### src/rtl/sgd_pkg.sv
// Package of types and constants shared by the swing gesture detector.
`timescale 1ns / 1ps

package sgd_pkg;

  // Widths of the configuration registers and payload fields.
  localparam int unsigned THR_W   = 12;
  localparam int unsigned KEY_W   = 4;
  localparam int unsigned ACCEL_W = 16;
  localparam int unsigned INDEX_W = 2;

  // Register indexes on the configuration port.
  localparam logic [INDEX_W-1:0] REG_BASE_THRESHOLD  = 2'd0;
  localparam logic [INDEX_W-1:0] REG_AFTER_SWING     = 2'd1;
  localparam logic [INDEX_W-1:0] REG_DECAY_STEP      = 2'd2;
  localparam logic [INDEX_W-1:0] REG_RELEASE_MARGIN  = 2'd3;

  // Reset values of the configuration registers.
  localparam logic [THR_W-1:0] RESET_BASE_THRESHOLD = 12'd200;
  localparam logic [THR_W-1:0] RESET_AFTER_SWING    = 12'd500;
  localparam logic [THR_W-1:0] RESET_DECAY_STEP     = 12'd10;
  localparam logic [THR_W-1:0] RESET_RELEASE_MARGIN = 12'd50;

  // Extra headroom the z axis must clear for an upward swing.
  localparam logic [THR_W-1:0] Z_EXTRA = 12'd100;

  // Key codes: none, then left/right/up for sensor 0 and sensor 1.
  localparam logic [KEY_W-1:0] KEY_NONE     = 4'h0;
  localparam logic [KEY_W-1:0] KEY_LEFT_S0  = 4'h8;
  localparam logic [KEY_W-1:0] KEY_RIGHT_S0 = 4'h9;
  localparam logic [KEY_W-1:0] KEY_UP_S0    = 4'hA;
  localparam logic [KEY_W-1:0] KEY_LEFT_S1  = 4'hB;
  localparam logic [KEY_W-1:0] KEY_RIGHT_S1 = 4'hC;
  localparam logic [KEY_W-1:0] KEY_UP_S1    = 4'hD;

  // Current configuration, as handed from the register file to the datapath.
  typedef struct packed {
    logic [THR_W-1:0] base_threshold;
    logic [THR_W-1:0] after_swing_threshold;
    logic [THR_W-1:0] decay_step;
    logic [THR_W-1:0] release_margin;
  } sgd_cfg_t;

endpackage

### src/rtl/sgd_cfg_regs.sv
// Configuration register file of the swing gesture detector.
`timescale 1ns / 1ps

module sgd_cfg_regs (
  input  logic                       clk,
  input  logic                       rst,
  input  logic                       cfg_write_enable,
  input  logic [sgd_pkg::INDEX_W-1:0] cfg_index,
  input  logic [sgd_pkg::THR_W-1:0]   cfg_write_data,
  output sgd_pkg::sgd_cfg_t          cfg
);

  // Registers load their defaults on reset and take writes by index.
  always_ff @(posedge clk) begin
    if (rst) begin
      cfg.base_threshold        <= sgd_pkg::RESET_BASE_THRESHOLD;
      cfg.after_swing_threshold <= sgd_pkg::RESET_AFTER_SWING;
      cfg.decay_step            <= sgd_pkg::RESET_DECAY_STEP;
      cfg.release_margin        <= sgd_pkg::RESET_RELEASE_MARGIN;
    end else if (cfg_write_enable) begin
      case (cfg_index)
        sgd_pkg::REG_BASE_THRESHOLD: cfg.base_threshold        <= cfg_write_data;
        sgd_pkg::REG_AFTER_SWING:    cfg.after_swing_threshold <= cfg_write_data;
        sgd_pkg::REG_DECAY_STEP:     cfg.decay_step            <= cfg_write_data;
        sgd_pkg::REG_RELEASE_MARGIN: cfg.release_margin        <= cfg_write_data;
        default: ;
      endcase
    end
  end

endmodule

### src/rtl/sgd_step.sv
// Combinational release, decay and swing detection for one sample.
`timescale 1ns / 1ps

module sgd_step (
  input  sgd_pkg::sgd_cfg_t                 cfg,
  input  logic                              sensor,
  input  logic signed [sgd_pkg::ACCEL_W-1:0] accel_x,
  input  logic signed [sgd_pkg::ACCEL_W-1:0] accel_y,
  input  logic signed [sgd_pkg::ACCEL_W-1:0] accel_z,
  input  logic [sgd_pkg::THR_W-1:0]          thr,
  input  logic [sgd_pkg::KEY_W-1:0]          key,
  output logic [sgd_pkg::THR_W-1:0]          thr_next,
  output logic [sgd_pkg::KEY_W-1:0]          key_next,
  output logic                              changed
);

  localparam int unsigned CMP_W = sgd_pkg::ACCEL_W + 1;

  logic signed [sgd_pkg::THR_W+1:0] release_level;
  logic                             release_key;
  logic [sgd_pkg::THR_W-1:0]        thr_decayed;
  logic signed [CMP_W-1:0]          t_pos;
  logic signed [CMP_W-1:0]          t_neg;
  logic signed [CMP_W-1:0]          t_z;
  logic signed [CMP_W-1:0]          x_ext;
  logic signed [CMP_W-1:0]          y_ext;
  logic signed [CMP_W-1:0]          z_ext;
  logic                             hit_left;
  logic                             hit_right;
  logic                             hit_up;
  logic [sgd_pkg::KEY_W-1:0]        key_left;
  logic [sgd_pkg::KEY_W-1:0]        key_right;
  logic [sgd_pkg::KEY_W-1:0]        key_up;
  logic [sgd_pkg::KEY_W-1:0]        key_released;

  // Release: the key is dropped while the threshold sits near the after-swing level.
  // The difference is signed, so a margin above after-swing always releases.
  assign release_level = $signed({2'b00, cfg.after_swing_threshold})
                       - $signed({2'b00, cfg.release_margin});
  assign release_key   = $signed({2'b00, thr}) > release_level;
  assign key_released  = release_key ? sgd_pkg::KEY_NONE : key;

  // Decay towards base, saturating at zero.
  always_comb begin
    thr_decayed = thr;
    if (thr > cfg.base_threshold) begin
      thr_decayed = (thr > cfg.decay_step) ? thr - cfg.decay_step : '0;
    end
  end

  // Sign-extend the axes and form the comparison levels.
  assign x_ext = CMP_W'(accel_x);
  assign y_ext = CMP_W'(accel_y);
  assign z_ext = CMP_W'(accel_z);
  assign t_pos = $signed(CMP_W'(thr_decayed));
  assign t_neg = -t_pos;
  assign t_z   = $signed(CMP_W'(thr_decayed) + CMP_W'(sgd_pkg::Z_EXTRA));

  assign hit_left  = x_ext > t_pos;
  assign hit_right = x_ext < t_neg;
  assign hit_up    = (z_ext > t_z) || (y_ext > t_pos);

  // Key codes of the selected sensor.
  assign key_left  = sensor ? sgd_pkg::KEY_LEFT_S1  : sgd_pkg::KEY_LEFT_S0;
  assign key_right = sensor ? sgd_pkg::KEY_RIGHT_S1 : sgd_pkg::KEY_RIGHT_S0;
  assign key_up    = sensor ? sgd_pkg::KEY_UP_S1    : sgd_pkg::KEY_UP_S0;

  // Detection in priority order; any swing reloads the after-swing threshold.
  always_comb begin
    key_next = key_released;
    thr_next = thr_decayed;
    if (hit_left) begin
      key_next = key_left;
      thr_next = cfg.after_swing_threshold;
    end else if (hit_right) begin
      key_next = key_right;
      thr_next = cfg.after_swing_threshold;
    end else if (hit_up) begin
      key_next = key_up;
      thr_next = cfg.after_swing_threshold;
    end
  end

  assign changed = key_next != key;

endmodule

### src/rtl/swing_gesture_detector_top.sv
// Top level of the swing gesture detector.
`timescale 1ns / 1ps

// Swing gesture detector for two accelerometers. One sample request is taken
// every clock cycle unless sample_stall is raised; each gives exactly one result
// request, passing through the sample register and then the result register.
// The per-sensor threshold and held key are updated as the sample moves into
// the result register, so a sample that follows directly reads the state left
// by the one before it. Configuration writes take effect from the next sample
// and do not reload stored thresholds.
module swing_gesture_detector_top (
  input  logic                               clk,
  input  logic                               rst,
  // Sample channel
  input  logic                               sample_valid,
  output logic                               sample_stall,
  input  logic                               sensor_select,
  input  logic signed [sgd_pkg::ACCEL_W-1:0] accel_x,
  input  logic signed [sgd_pkg::ACCEL_W-1:0] accel_y,
  input  logic signed [sgd_pkg::ACCEL_W-1:0] accel_z,
  // Result channel
  output logic                               result_valid,
  input  logic                               result_stall,
  output logic                               sensor_id,
  output logic [sgd_pkg::KEY_W-1:0]          key_code,
  output logic                               key_changed,
  // Configuration port
  input  logic                               cfg_write_enable,
  input  logic [sgd_pkg::INDEX_W-1:0]        cfg_index,
  input  logic [sgd_pkg::THR_W-1:0]          cfg_write_data
);

  sgd_pkg::sgd_cfg_t                 cfg;

  logic                              s_valid;
  logic                              s_sensor;
  logic signed [sgd_pkg::ACCEL_W-1:0] s_x;
  logic signed [sgd_pkg::ACCEL_W-1:0] s_y;
  logic signed [sgd_pkg::ACCEL_W-1:0] s_z;
  logic                              out_blocked;
  logic                              s_advance;

  logic [sgd_pkg::THR_W-1:0]         thr_state [2];
  logic [sgd_pkg::KEY_W-1:0]         key_state [2];
  logic [sgd_pkg::THR_W-1:0]         thr_next;
  logic [sgd_pkg::KEY_W-1:0]         key_next;
  logic                              changed_next;

  sgd_cfg_regs u_cfg (
    .clk              (clk),
    .rst              (rst),
    .cfg_write_enable (cfg_write_enable),
    .cfg_index        (cfg_index),
    .cfg_write_data   (cfg_write_data),
    .cfg              (cfg)
  );

  // Handshake: the result register frees up whenever it is empty or being taken.
  assign out_blocked  = result_valid & result_stall;
  assign s_advance    = s_valid & ~out_blocked;
  assign sample_stall = s_valid & out_blocked;

  // Sample register.
  always_ff @(posedge clk) begin
    if (rst) begin
      s_valid <= 1'b0;
    end else if (!sample_stall) begin
      s_valid <= sample_valid;
    end
  end

  always_ff @(posedge clk) begin
    if (!sample_stall) begin
      s_sensor <= sensor_select;
      s_x      <= accel_x;
      s_y      <= accel_y;
      s_z      <= accel_z;
    end
  end

  // Per-sample datapath on the selected sensor's state.
  sgd_step u_step (
    .cfg      (cfg),
    .sensor   (s_sensor),
    .accel_x  (s_x),
    .accel_y  (s_y),
    .accel_z  (s_z),
    .thr      (thr_state[s_sensor]),
    .key      (key_state[s_sensor]),
    .thr_next (thr_next),
    .key_next (key_next),
    .changed  (changed_next)
  );

  // Per-sensor threshold and held key, written as the sample leaves.
  always_ff @(posedge clk) begin
    if (rst) begin
      thr_state[0] <= sgd_pkg::RESET_BASE_THRESHOLD;
      thr_state[1] <= sgd_pkg::RESET_BASE_THRESHOLD;
      key_state[0] <= sgd_pkg::KEY_NONE;
      key_state[1] <= sgd_pkg::KEY_NONE;
    end else if (s_advance) begin
      thr_state[s_sensor] <= thr_next;
      key_state[s_sensor] <= key_next;
    end
  end

  // Result register.
  always_ff @(posedge clk) begin
    if (rst) begin
      result_valid <= 1'b0;
    end else if (!out_blocked) begin
      result_valid <= s_valid;
    end
  end

  always_ff @(posedge clk) begin
    if (s_advance) begin
      sensor_id   <= s_sensor;
      key_code    <= key_next;
      key_changed <= changed_next;
    end
  end

endmodule

### config.mk
export PLATFORM = sky130hd
export DESIGN_NAME = swing_gesture_detector_top
export DESIGN_NICKNAME = d
export VERILOG_FILES = /design/src/rtl/sgd_pkg.sv /design/src/rtl/sgd_cfg_regs.sv /design/src/rtl/sgd_step.sv /design/src/rtl/swing_gesture_detector_top.sv
export SDC_FILE = /design/constraint.sdc
export NUM_CORES = 1
export LEC_CHECK = 0
export BUFFER_PORTS_ARGS = -buffer_cell sky130_fd_sc_hd__buf_2
export CORE_ASPECT_RATIO = 1.2
export CORE_MARGIN = 1.5
export CORE_UTILIZATION = 60
export DETAILED_ROUTE_END_ITERATION = 8
export PLACE_DENSITY_LB_ADDON = 0.3
export SLEW_MARGIN = 30
export SYNTH_ARGS = -nofsm -noshare
export SYNTH_HDL_FRONTEND = slang
export SYNTH_SLANG_ARGS = --single-unit
### constraint.sdc
create_clock -name clk -period 9.4 [get_ports clk]
set_clock_uncertainty 0.15 [all_clocks]
set_input_delay 0.47 -clock clk [delete_from_list [all_inputs] [get_ports clk]]
set_output_delay 0.47 -clock clk [all_outputs]
set_load 0.1 [all_outputs]
* After elaboration in Yosys (flattened, before gate mapping)
Memory sizes are Yosys's and may differ from the RTL's. A register that Yosys moved wholly into a read port is not among the register bits.
Cells that the tools add are included.
** Operators by class
- $lt $le $gt $ge :: 7
- Equal/unequal tests :: 4
- Muxes and demuxes :: 25
- Shifts and indexed selects :: 0
- $add $sub $neg :: 4
- Reductions and logical operators :: 8
- Multipliers :: 0
- Divide/modulo/power cells :: 0
- Bitwise logic cells :: 4
** Operators by type and width (count)
- $mux 12 :: 6
- $gt 16x13->1 :: 2
- $gt 12x12->1 :: 2
- $mux 4 :: 5
- $lt 16x17->1 :: 1
- $neg 12->17 :: 1
- $gt 16x14->1 :: 1
- $gt 13x14->1 :: 1
- $add 12x7->13 const B :: 1
- $sub 12x12->13 :: 1
- $reduce_or 12->1 :: 1
- $sub 12x12->12 :: 1
- $mux 1 :: 11
- $reduce_and 2->1 :: 4
- $mux 3 :: 2
- $eq 2x2->1 const B :: 2
- $ne 4x4->1 :: 1
- $reduce_or 4->1 :: 1
- $and 1x1->1 :: 3
- $eq 2x1->1 const B :: 1
- $logic_not 2->1 :: 1
- $mux 2 :: 1
- $logic_or 1x1->1 :: 1
- $not 1->1 :: 1
** Storage, ports and cells
- Memories kept :: 2
- Logic and storage cells :: 67
- Bits of input ports :: 68
- RAM bits :: 32
- Output and inout port bits :: 8
- Flip-flop bits (word level) :: 105
- Latch bits :: 0
- ROM bits :: 0
** Memories
- thr_state :: depth 2, bits a word 12, rd ports 1, clocked after memory_dff 1, wr ports 2, line swing_gesture_detector_top.sv:43 : logic [sgd_pkg::THR_W-1:0] thr_state [2];
- key_state :: depth 2, bits a word 4, rd ports 1, clocked after memory_dff 1, wr ports 2, line swing_gesture_detector_top.sv:44 : logic [sgd_pkg::KEY_W-1:0] key_state [2];

* Longest topological paths before layout
Gate-level depths: netlist (run 1).
- Word-level depth :: 10
- Depth in mapped cells :: 30

* By module
A second synthesis (run 1) with hierarchy kept.
** Second synthesis, totals
- Cells, all modules :: 904
- Area, all modules :: 9223.8 µm²
** By module, submodules not included
- sgd_step :: cells an instance 559, area an instance 3870.0 µm², times used 1
- swing_gesture_detector_top :: cells an instance 163, area an instance 3429.5 µm², times used 1
- sgd_cfg_regs :: cells an instance 182, area an instance 1924.3 µm², times used 1

* Worst setup path before layout (run 1)
No wires, ideal clock.
- Kind :: flip-flop to flip-flop
- Start point :: reg (tool-made name)
- End point :: reg key_changed, data pin
- Data arrival time :: 6.230 ns
- Period minus slack after synthesis :: 6.652 ns
- Cell stages (with the launch flop) :: 25
- Buffers on the path :: 3
- Slack :: 2.748 ns
- Cell sequence :: dfxtp_1 -> clkbuf_1 -> clkbuf_1 -> mux2i_1 -> ha_1 -> fa_1 -> nand2b_1 -> a2111oi_2 -> a211oi_2 -> nor3_2 -> a32oi_2 -> nor3_2 -> o211ai_2 -> nor3_2 -> nand2b_1 -> ha_1 -> a2111oi_0 -> o21ai_0 -> a2111oi_0 -> o32a_1 -> nand2_1 -> nor2b_1 -> buf_2 -> a211oi_1 -> or4_1
** RTL lines
- end signal: assignment :: line swing_gesture_detector_top.sv:121 : key_changed <= changed_next;
- end: declaration :: line swing_gesture_detector_top.sv:26 : output logic key_changed,

==> summary.txt, run 1 <==
STA
  – Worst Slack Setup Final: 1.59 ns
  – Max-slew violation count: 0
  – Worst hold margin: 0.0642 ns
  – Sum Neg Setup Slack: 0 ns
  – Slew @ Worst Pin: 0.945 ns
  – Fin crit period: approximately 7.8 ns
  – Final setup fails: 0
  – RSZ-0062 raised after global routing: no
  – Max_slew headroom: 0.370
  – Period utilisation layout: 0.831
  – FMAX: 0.128 GHz
  – Final-report hold violation count: 0

Clock network
  – CTS root buffer: clkbuf_16
  – CTS tree: yes
  – Clk buf depth: 2
  – Worst-path clk slew: 0.06 ns
  – Post-cts gate resize count: 0
  – H-tree Lvls: 4
  – Post-CTS setup buffer count: 0
  – Clock latency at the later pin of the worst-skew pair: between 0.4 and 0.5 ns
  – CTS Buf Count: 17
  – Hold_buf cts: 0
  – CTS Sinks: 138

Yosys
  – Synth unique cells: 72
  – Post-Syn Area: roughly 8600 um^2
  – Yosys reg bits: 138
  – Synth Instances: approximately 900
  – Yosys warns: 0
  – Sequential area share after synthesis: 0.421
  – Avg Cell Area, Syn: 9.61 um^2
  – Synthesized Nets: 1,071
  – FFs w/ async S/R, synth: 0
  – Ys flop type: edfxtp_1
  – Number of synthesized flops with an enable pin: 87

Route
  – Drt total wl: 21.0 mm
  – TritonRoute pass-1 iters: 9
  – Final ANT Viol Nets: 0
  – M1 WL: 8.77 mm
  – Post-route DRC: 7
  – Starting DRC count in detailed routing: 519
  – Met3 routed WL: 960 um
  – Routed wl met2: 10.4 mm
  – Average wire per standard cell: about 18 um
  – Vias: a little under 7,000
  – Drt via density: 5.94
  – Uppermost layer routed: met4

Worst setup path
  – R2R depth: 23
  – Crit-path slowest cell: dfxtp_1
  – Worst endpoint required time: ~9.4 ns
  – Worst setup EP type: flip-flop
  – Crit Path Max Fanout: 17
  – Setup crit start kind: flip-flop
  – Worst Path Arrival: 7.82 ns
  – Kind of critical path: flip-flop to flip-flop
  – Cell Chain, Critical Path: mux2i_1 > ha_1 > fa_1 > nand2b_1 > a2111oi_2 > a211oi_2 > nor3_2 > a32oi_2 > nor3_2 > nor2_1 > o21ai_0 > nand2_1 > ha_1 > or4b_2 > nor3_1 > a21oi_1 > o21ai_0 > o32a_1 > nand2_1 > nor2b_1 > buf_4 > a211oi_1 > or4_1
  – Worst R2R End: key_changed$_DFFE_PP_
  – Flop2flop setup slack: 1.59 ns
  – Slowest Stage Delay on Critical Path: 0.90 ns

Final layout
  – Area growth, synth to finish: 13.2%
  – Most frequent cells in the layout: 126 x nand2_1, 103 x ha_1, 87 x edfxtp_1
  – ANT cells: 0
  – Final Cell Area: around 9800 um^2
  – Non-Filler Instances: roughly 1,200
  – Final core occ: 0.701
  – Layout cell share with drive strength beyond 1: 0.149
  – Final nets: 1,144
  – Commonest non-fill, non-tap cell in the layout: nand2_1
  – Fillers: 1,055

Flow run
  – Max Cap Violations: 0

Floorplanning
  – Core Box Area: 13,900 um^2
  – # IOs: 76
  – Starting density of the core: 0.619
  – Die W: 113 um
  – Die area: between 15,000 and 20,000 um^2
  – Num rows: 47
  – Die height: 134 um

Pwr
  – Power consumption: 1.92 mW
  – P_leak: 4.13 nW
  – Pwr Density: approximately 200 nW/um^2
  – Peak VDD IR: about 140 uV

Placement
  – Port Buffer Count: 75
  – Placed cell count: 1,122
  – Cell Area, Placed: 9150 um^2
  – Gp weighted congestion: 0.930
  – Post-Place Worst Slack: 1.76 ns
  – Dpl hpwl: 15.3 mm

Global routing
  – Total congestion overflow: 0
  – Global-route usage over all layers: 0.285
  – Vias in the first global route: 6,574
  – Initial antenna violation count: 0
  – First-pass GRT wire length: 32.9 mm
  – Largest net degree at the start of global routing: 56

Status
  – Status: finished with violations
  – Violated checks: DRC

Hold path
  – Min-Delay Path Class: input pin to flip-flop
  – Hold endpoint: s_z[7]$_DFFE_PN_
  – Hold path cells: 1
  – HP Start: accel_z[7]
==> how the worst max path moves through the flow <==
stage,to,cells past startpoint,slack [ns],startpoint
global placement,key_changed$_DFFE_PP_,22,2.09,flip-flop
CTS,key_changed$_DFFE_PP_,23,1.66,flip-flop
detailed placement,key_changed$_DFFE_PP_,22,1.76,flip-flop
global route,key_changed$_DFFE_PP_,22,0.87,flip-flop
floorplan,key_changed$_DFFE_PP_,24,2.75,flip-flop
finish,key_changed$_DFFE_PP_,23,1.59,flip-flop
==> worst max-delay path, delay by kind of cell (launching register included) <==
family | cells | cell delay (ns)
buffers and inverters | 1 | 0.26
flip-flops | 1 | 0.90
adder cells (fa/ha/maj) | 3 | 0.97
multiplexers | 1 | 0.35
AO/OA/AOI/OAI | 8 | 1.85
AND/OR/NAND/NOR | 10 | 3.05
==> layout make-up <==
class	instances	area, um^2	share of cell area
multi-input cells	657	4600	0.471
flip-flops and latches	138	3630	0.372
clock buffers	24	546	0.0558
repair buffers	80	413	0.0422
inverters	77	289	0.0296
well taps	171	214	0.0219
clock inverters	8	75.1	0.00768
==> registers in the layout, summed over array words and instances (netlist names), 4 cells and up, named ones only <==
signal     count
u_cfg.cfg     48
thr_state     24
s_x           16
s_y           16
s_z           16
key_state      8
key_code       4
==> cells by family (layout without fill, tap and decap cells) <==
kind of cell	after synthesis	in the layout	synth area share
flip-flops	138	138	0.421
AO/OA/AOI/OAI	180	180	0.133
XOR/XNOR	36	36	0.0365
AND/OR/NAND/NOR	303	303	0.168
multiplexers	33	33	0.0413
adder cells (fa/ha/maj)	105	105	0.154
buffers and inverters	103	189	0.0464
==> routing by layer <==
metal  global-route usage  vias up
li1                     -     3352
met3               0.0574       56
met4                0.140        0
met5                    0        -
met1                0.345     3245
met2                0.487      204
==> power by group <==
group	internal, mW	switching (mW)
clock	0.432	0.258
combinational	0.212	0.324
sequential	0.674	0.0188
total	1.32	0.601
==> synth_stat cells, types with 20 or more instances <==
library cell | n | area share
nand2_1 | 126 | 0.055
nor2_1 | 66 | 0.029
inv_1 | 75 | 0.033
xnor2_1 | 27 | 0.027
mux2i_1 | 21 | 0.024
nand3_1 | 20 | 0.012
a21oi_1 | 78 | 0.045
edfxtp_1 | 87 | 0.30
clkbuf_1 | 22 | 0.0096
ha_1 | 103 | 0.15
dfxtp_1 | 51 | 0.12
o21ai_0 | 29 | 0.017
(Power assumes the default switching activity.)
==> inputs of run 2 (changes only) <==
Settings changed: CORE_UTILIZATION 60 to 55.
Clock period 9.4 ns to 6.47 ns, I/O delays scaled along.
==> summary.txt, run 2 (synthesized netlist as in run 1, its figures left out) <==
Route
  – Vias: 7,269 (was 6,857)
  – Final ANT Viol Nets: 0 (unchanged)
  – M1 WL: 9.46 mm (was 8.77 mm)
  – Uppermost layer routed: met4 (unchanged)
  – TritonRoute pass-1 iters: 6 (was 9)
  – Drt via density: 5.76 (was 5.94)
  – Post-route DRC: 0 (was 7)
  – Drt total wl: 23.7 mm (was 21.0 mm)
  – Met3 routed WL: 1.21 mm (was 960 um)
  – Average wire per standard cell: 18.8 um (was 18.2 um)
  – Starting DRC count in detailed routing: 525 (was 519)
  – Routed wl met2: 11.8 mm (was 10.4 mm)

Floorplanning
  – Die area: 16,500 um^2 (was 15,100 um^2)
  – Starting density of the core: 0.559 (was 0.619)
  – Die W: 117 um (was 113 um)
  – Core Box Area: 15,500 um^2 (was 13,900 um^2)
  – Num rows: 50 (was 47)
  – Die height: 140 um (was 134 um)
  – # IOs: 76 (unchanged)

STA
  – Final setup fails: 0 (unchanged)
  – Max-slew violation count: 0 (unchanged)
  – Period utilisation layout: 0.974 (was 0.831)
  – FMAX: 0.159 GHz (was 0.128 GHz)
  – Max_slew headroom: 0.413 (was 0.370)
  – Final-report hold violation count: 0 (unchanged)
  – Fin crit period: 6.30 ns (was 7.81 ns)
  – Slew @ Worst Pin: 0.880 ns (was 0.945 ns)

Pwr
  – Peak VDD IR: 185 uV (was 139 uV)
  – Pwr Density: 264 nW/um^2 (was 196 nW/um^2)
  – P_leak: 4.43 nW (was 4.13 nW)

Global routing
  – Largest net degree at the start of global routing: 56 (unchanged)
  – Vias in the first global route: 7,066 (was 6,574)
  – First-pass GRT wire length: 36.2 mm (was 32.9 mm)
  – Total congestion overflow: 0 (unchanged)
  – Initial antenna violation count: 0 (unchanged)
  – Global-route usage over all layers: 0.285 (about the same)

Clock network
  – Clk buf depth: 2 (unchanged)
  – CTS tree: yes (unchanged)
  – CTS Sinks: 138 (unchanged)
  – H-tree Lvls: 4 (unchanged)
  – CTS root buffer: clkbuf_16 (unchanged)
  – Worst-path clk slew: 0.06 ns (about the same)
  – Clock latency at the later pin of the worst-skew pair: 0.43 ns (about the same)
  – CTS Buf Count: 17 (unchanged)

Placement
  – Gp weighted congestion: 0.957 (was 0.930)
  – Cell Area, Placed: 9320 um^2 (was 9150 um^2)
  – Placed cell count: 1,174 (was 1,122)
  – Dpl hpwl: 16.6 mm (was 15.3 mm)
  – Port Buffer Count: 75 (unchanged)

Status
  – Status: completed (was finished with violations)

Final layout
  – Most frequent cells in the layout: 125 x nand2_1, 96 x ha_1, 87 x edfxtp_1 (was 126 x nand2_1, 103 x ha_1, 87 x edfxtp_1)
  – Commonest non-fill, non-tap cell in the layout: nand2_1 (unchanged)
  – Final Cell Area: 10,700 um^2 (was 9770 um^2)
  – Layout cell share with drive strength beyond 1: 0.186 (was 0.149)
  – Biggest regs: u_cfg.cfg (48), thr_state (24) (unchanged)
  – Non-Filler Instances: 1,263 (was 1,155)
  – Area growth, synth to finish: 23.4% (was 13.2%)
  – Final nets: 1,215 (was 1,144)
  – Max FFs per register: 48 (unchanged)
  – Fillers: 1,161 (was 1,055)
  – Final core occ: 0.690 (was 0.701)
  – Most flop-heavy register: u_cfg.cfg (unchanged)
  – ANT cells: 0 (unchanged)

Worst setup path
  – Worst endpoint required time: 6.49 ns (was 9.41 ns)
  – R2R depth: 26 (was 23)
  – Crit Path Max Fanout: 16 (was 17)
  – Worst Path Arrival: 6.31 ns (was 7.82 ns)
  – Worst setup EP type: flip-flop (unchanged)
  – Setup crit start kind: flip-flop (unchanged)
  – Kind of critical path: flip-flop to flip-flop (unchanged)

Hold path
  – Hold path cells: 3 (was 1)
  – Min-Delay Path Class: input pin to flip-flop (unchanged)

Flow run
  – Max Cap Violations: 0 (unchanged)
[run 2: critical path, cell delays in order (launching register included)]
cell,delay [ns]
dfxtp_2,0.36
buf_12,0.17
mux2_2,0.43
ha_1,0.36
nand3_1,0.15
nor2_2,0.20
a32oi_1,0.11
a21bo_2,0.26
nor3_4,0.06
buf_6,0.15
a32oi_4,0.28
buf_4,0.21
inv_1,0.12
ha_1,0.22
a21oi_1,0.21
nor4_2,0.07
xnor2_1,0.23
ha_1,0.31
a21oi_1,0.18
o21ai_0,0.13
a2111oi_0,0.37
o32a_1,0.32
nand2_1,0.16
nor2b_2,0.18
buf_6,0.23
mux2i_2,0.32
nor2_1,0.07
[run 2: path summary, 6_finish.rpt]
check	from	endpoint	slack, ns
worst max-delay path	flip-flop	thr_state[1][4]$_SDFFCE_PN0P_	0.17
worst min-delay path	cfg_write_data[0]	u_cfg.cfg[0]$_SDFFE_PP0P_	0.03
worst max register to register	flip-flop	thr_state[1][4]$_SDFFCE_PN0P_	0.17
worst min register to register	u_cfg.cfg[8]$_SDFFE_PP0P_	u_cfg.cfg[8]$_SDFFE_PP0P_	0.30
[run 2: what timing repair did]
item                       CTS  global route
setup endpoints to repair    0            32
hold buffers                50             0
setup buffers                0             7
hold endpoints to repair    50             0
gates resized for setup      0            46
[run 2: metal layers]
| metal | global-route usage | up-vias |
|---|---|---|
| li1 | - | 3494 |
| met1 | 0.333 | 3426 |
| met2 | 0.490 | 266 |
| met3 | 0.0558 | 83 |
| met4 | 0.162 | 0 |
| met5 | 0 | - |
[run 2: report_power, final]
part           switching, mW  internal [mW]
combinational          0.525          0.384
sequential            0.0263          0.979
clock                  0.388          0.513
total                  0.939           1.88
[run 2: cell type report]
cell class,instances,area (um^2),share of cell area
clock buffers,20,457,0.0429
clock inverters,12,87.6,0.00822
well taps,208,260,0.0244
repair buffers,151,1100,0.103
multi-input cells,657,4830,0.453
flip-flops and latches,138,3630,0.341
inverters,77,289,0.0271
[run 2: through the flow]
stage / power (mW) / setup TNS, ns / hold slack, ns / setup slack, ns
3_3_place_gp: 1.79 / 0 / 0.292 / 0.0860
2_1_floorplan: 1.58 / 0 / 0.272 / 0.0136
5_1_grt: 2.95 / -0.624 / 0.0377 / -0.0691
6_report: 2.82 / 0 / 0.0278 / 0.171
4_1_cts: 2.73 / 0 / 0.0233 / 0.0570
3_5_place_dp: 1.81 / 0 / 0.297 / 0.0687
==> inputs of run 3 (changes only) <==
==> constraint.sdc (replaced) <==
create_clock -name clk -period 6.47 [get_ports clk]
set_clock_uncertainty 0.15 [all_clocks]
set_input_delay 0.647 -clock clk [delete_from_list [all_inputs] [get_ports clk]]
set_output_delay 0.647 -clock clk [all_outputs]
set_load 0.1 [all_outputs]
==> summary.txt, run 3 (synthesized netlist as in run 1, its figures left out) <==
Status
  – Status: completed (unchanged)

STA
  – Final-report hold violation count: 0 (unchanged)
  – Max-slew violation count: 0 (unchanged)
  – Period utilisation layout: 0.954 (was 0.974)
  – Worst Slack Setup Final: 0.296 ns (was 0.171 ns)
  – Slew @ Worst Pin: 0.943 ns (was 0.880 ns)
  – Final setup fails: 0 (unchanged)
  – Max_slew headroom: 0.371 (was 0.413)
  – FMAX: 0.162 GHz (was 0.159 GHz)
  – Worst hold margin: 0.248 ns (was 0.0278 ns)
  – Fin crit period: 6.17 ns (was 6.30 ns)

Final layout
  – Commonest non-fill, non-tap cell in the layout: nand2_1 (unchanged)
  – Final nets: 1,168 (was 1,215)
  – Non-Filler Instances: 1,216 (was 1,263)
  – Fillers: 1,271 (was 1,161)
  – Max FFs per register: 48 (unchanged)
  – Most flop-heavy register: u_cfg.cfg (unchanged)
  – ANT cells: 0 (unchanged)
  – Most frequent cells in the layout: 125 x nand2_1, 99 x ha_1, 87 x edfxtp_1 (was 125 x nand2_1, 96 x ha_1, 87 x edfxtp_1)
  – Layout cell share with drive strength beyond 1: 0.194 (was 0.186)
  – Area growth, synth to finish: 17.3% (was 23.4%)
  – Biggest regs: u_cfg.cfg (48), thr_state (24) (unchanged)

Clock network
  – Clock latency at the later pin of the worst-skew pair: 0.43 ns (about the same)
  – Hold_buf cts: 0 (was 50)
  – CTS root buffer: clkbuf_16 (unchanged)
  – CTS Buf Count: 17 (unchanged)
  – CTS Sinks: 138 (unchanged)
  – CTS tree: yes (unchanged)
  – H-tree Lvls: 4 (unchanged)
  – Clk buf depth: 2 (unchanged)
  – Worst-path clk slew: 0.06 ns (about the same)

Route
  – Post-route DRC: 0 (unchanged)
  – Average wire per standard cell: 18.2 um (was 18.8 um)
  – TritonRoute pass-1 iters: 5 (was 6)
  – Final ANT Viol Nets: 0 (unchanged)
  – Drt via density: 5.76 (about the same)
  – Starting DRC count in detailed routing: 467 (was 525)
  – Vias: 7,003 (was 7,269)
  – Drt total wl: 22.1 mm (was 23.7 mm)

Global routing
  – First-pass GRT wire length: 34.1 mm (was 36.2 mm)
  – Initial antenna violation count: 0 (unchanged)
  – Total congestion overflow: 0 (unchanged)
  – Vias in the first global route: 6,582 (was 7,066)
  – Global-route usage over all layers: 0.268 (was 0.285)
  – Largest net degree at the start of global routing: 56 (unchanged)

Floorplanning
  – Core Box Area: 15,500 um^2 (unchanged)
  – Die height: 140 um (unchanged)
  – # IOs: 76 (unchanged)
  – Starting density of the core: 0.559 (unchanged)
  – Die W: 117 um (unchanged)
  – Num rows: 50 (unchanged)
  – Die area: 16,500 um^2 (unchanged)

Pwr
  – Peak VDD IR: 178 uV (was 185 uV)
  – Power consumption: 2.76 mW (was 2.82 mW)
  – Pwr Density: 273 nW/um^2 (was 264 nW/um^2)
  – P_leak: 4.24 nW (was 4.43 nW)

Worst setup path
  – Most frequent CP cell: o21ai_0 (was ha_1)
  – Slowest Stage Delay on Critical Path: 0.59 ns (was 0.43 ns)
  – Worst Path Arrival: 6.18 ns (was 6.31 ns)
  – Worst endpoint required time: 6.47 ns (was 6.49 ns)
  – Setup crit start kind: flip-flop (unchanged)
  – Crit Path Max Fanout: 16 (unchanged)
  – Kind of critical path: flip-flop to flip-flop (unchanged)
  – Crit-path slowest cell: or4b_2 (was mux2_2)
  – Worst setup EP type: flip-flop (unchanged)

Placement
  – Port Buffer Count: 75 (unchanged)
  – Post-Place Worst Slack: 0.0687 ns (unchanged)
  – Dpl hpwl: 16.6 mm (unchanged)
  – Placed cell count: 1,174 (unchanged)
  – Gp weighted congestion: 0.957 (unchanged)

Hold path
  – Min-Delay Path Class: input pin to flip-flop (unchanged)
  – HP Start: accel_y[12] (was cfg_write_data[0])

Flow run
  – Max Cap Violations: 0 (unchanged)
==> run 3: cell types whose count changed in the layout (fill, tap and decap cells not counted), sizes merged <==
cell         previous run  this run
dlygate4sd3            50         0
buf                   101       104
==> run 3: through the flow <==
step	instance area (um^2)	util	TNS, ns
after floorplan	8630	-	0
after global placement	9320	0.603	0
after detailed placement	9320	0.603	0
after CTS	9860	0.638	0
after global routing	10100	0.655	-0.0994
final	10100	0.655	0
==> run 3: timing repair <==
item | 4_1_cts | 5_1_grt
gates resized for setup | 0 | 42
setup buffers | 0 | 10
setup endpoints to repair | 0 | 33
==> run 3: layout make-up <==
| class | count | area [um^2] | share of cell area |
|---|---|---|---|
| inverter | 77 | 289 | 0.0285 |
| multi-input combinational | 657 | 4780 | 0.472 |
| timing repair buffer | 104 | 619 | 0.0612 |
| clock buffer | 20 | 457 | 0.0451 |
| sequential | 138 | 3630 | 0.359 |
| tap | 208 | 260 | 0.0257 |
| clock inverter | 12 | 87.6 | 0.00865 |
==> run 3: worst max-delay path, delay by kind of cell (launching register included) <==
kind / cells / cell delay (ns)
and+or+nand+nor: 11 / 2.45
adders and majority gates: 2 / 0.66
buffers and inverters: 4 / 0.73
AOI/OAI and AO/OA: 7 / 1.07
DFF: 1 / 0.38
muxes: 1 / 0.43
==> run 3: path summary, 6_finish.rpt <==
path,end,slack [ns],cells past startpoint
max reg2reg,key_changed$_DFFE_PP_,0.30,25
min,s_y[12]$_DFFE_PN_,0.25,1
min reg2reg,u_cfg.cfg[46]$_SDFFE_PP0P_,0.30,2
max,key_changed$_DFFE_PP_,0.30,25
==> run 3: layer usage <==
metal | routed length (um) | up-vias | track usage
met4 | 828 | 0 | 0.137
met2 | 11100 | 248 | 0.455
met5 | 0 | - | 0
met1 | 8970 | 3301 | 0.328
li1 | - | 3402 | -
met3 | 1190 | 52 | 0.0480
==> run 3: where the power goes <==
part / total [mW] / internal [mW] / switching [mW]
clock: 0.900 / 0.513 / 0.387
combinational: 0.857 / 0.357 / 0.500
sequential: 1.00 / 0.979 / 0.0256
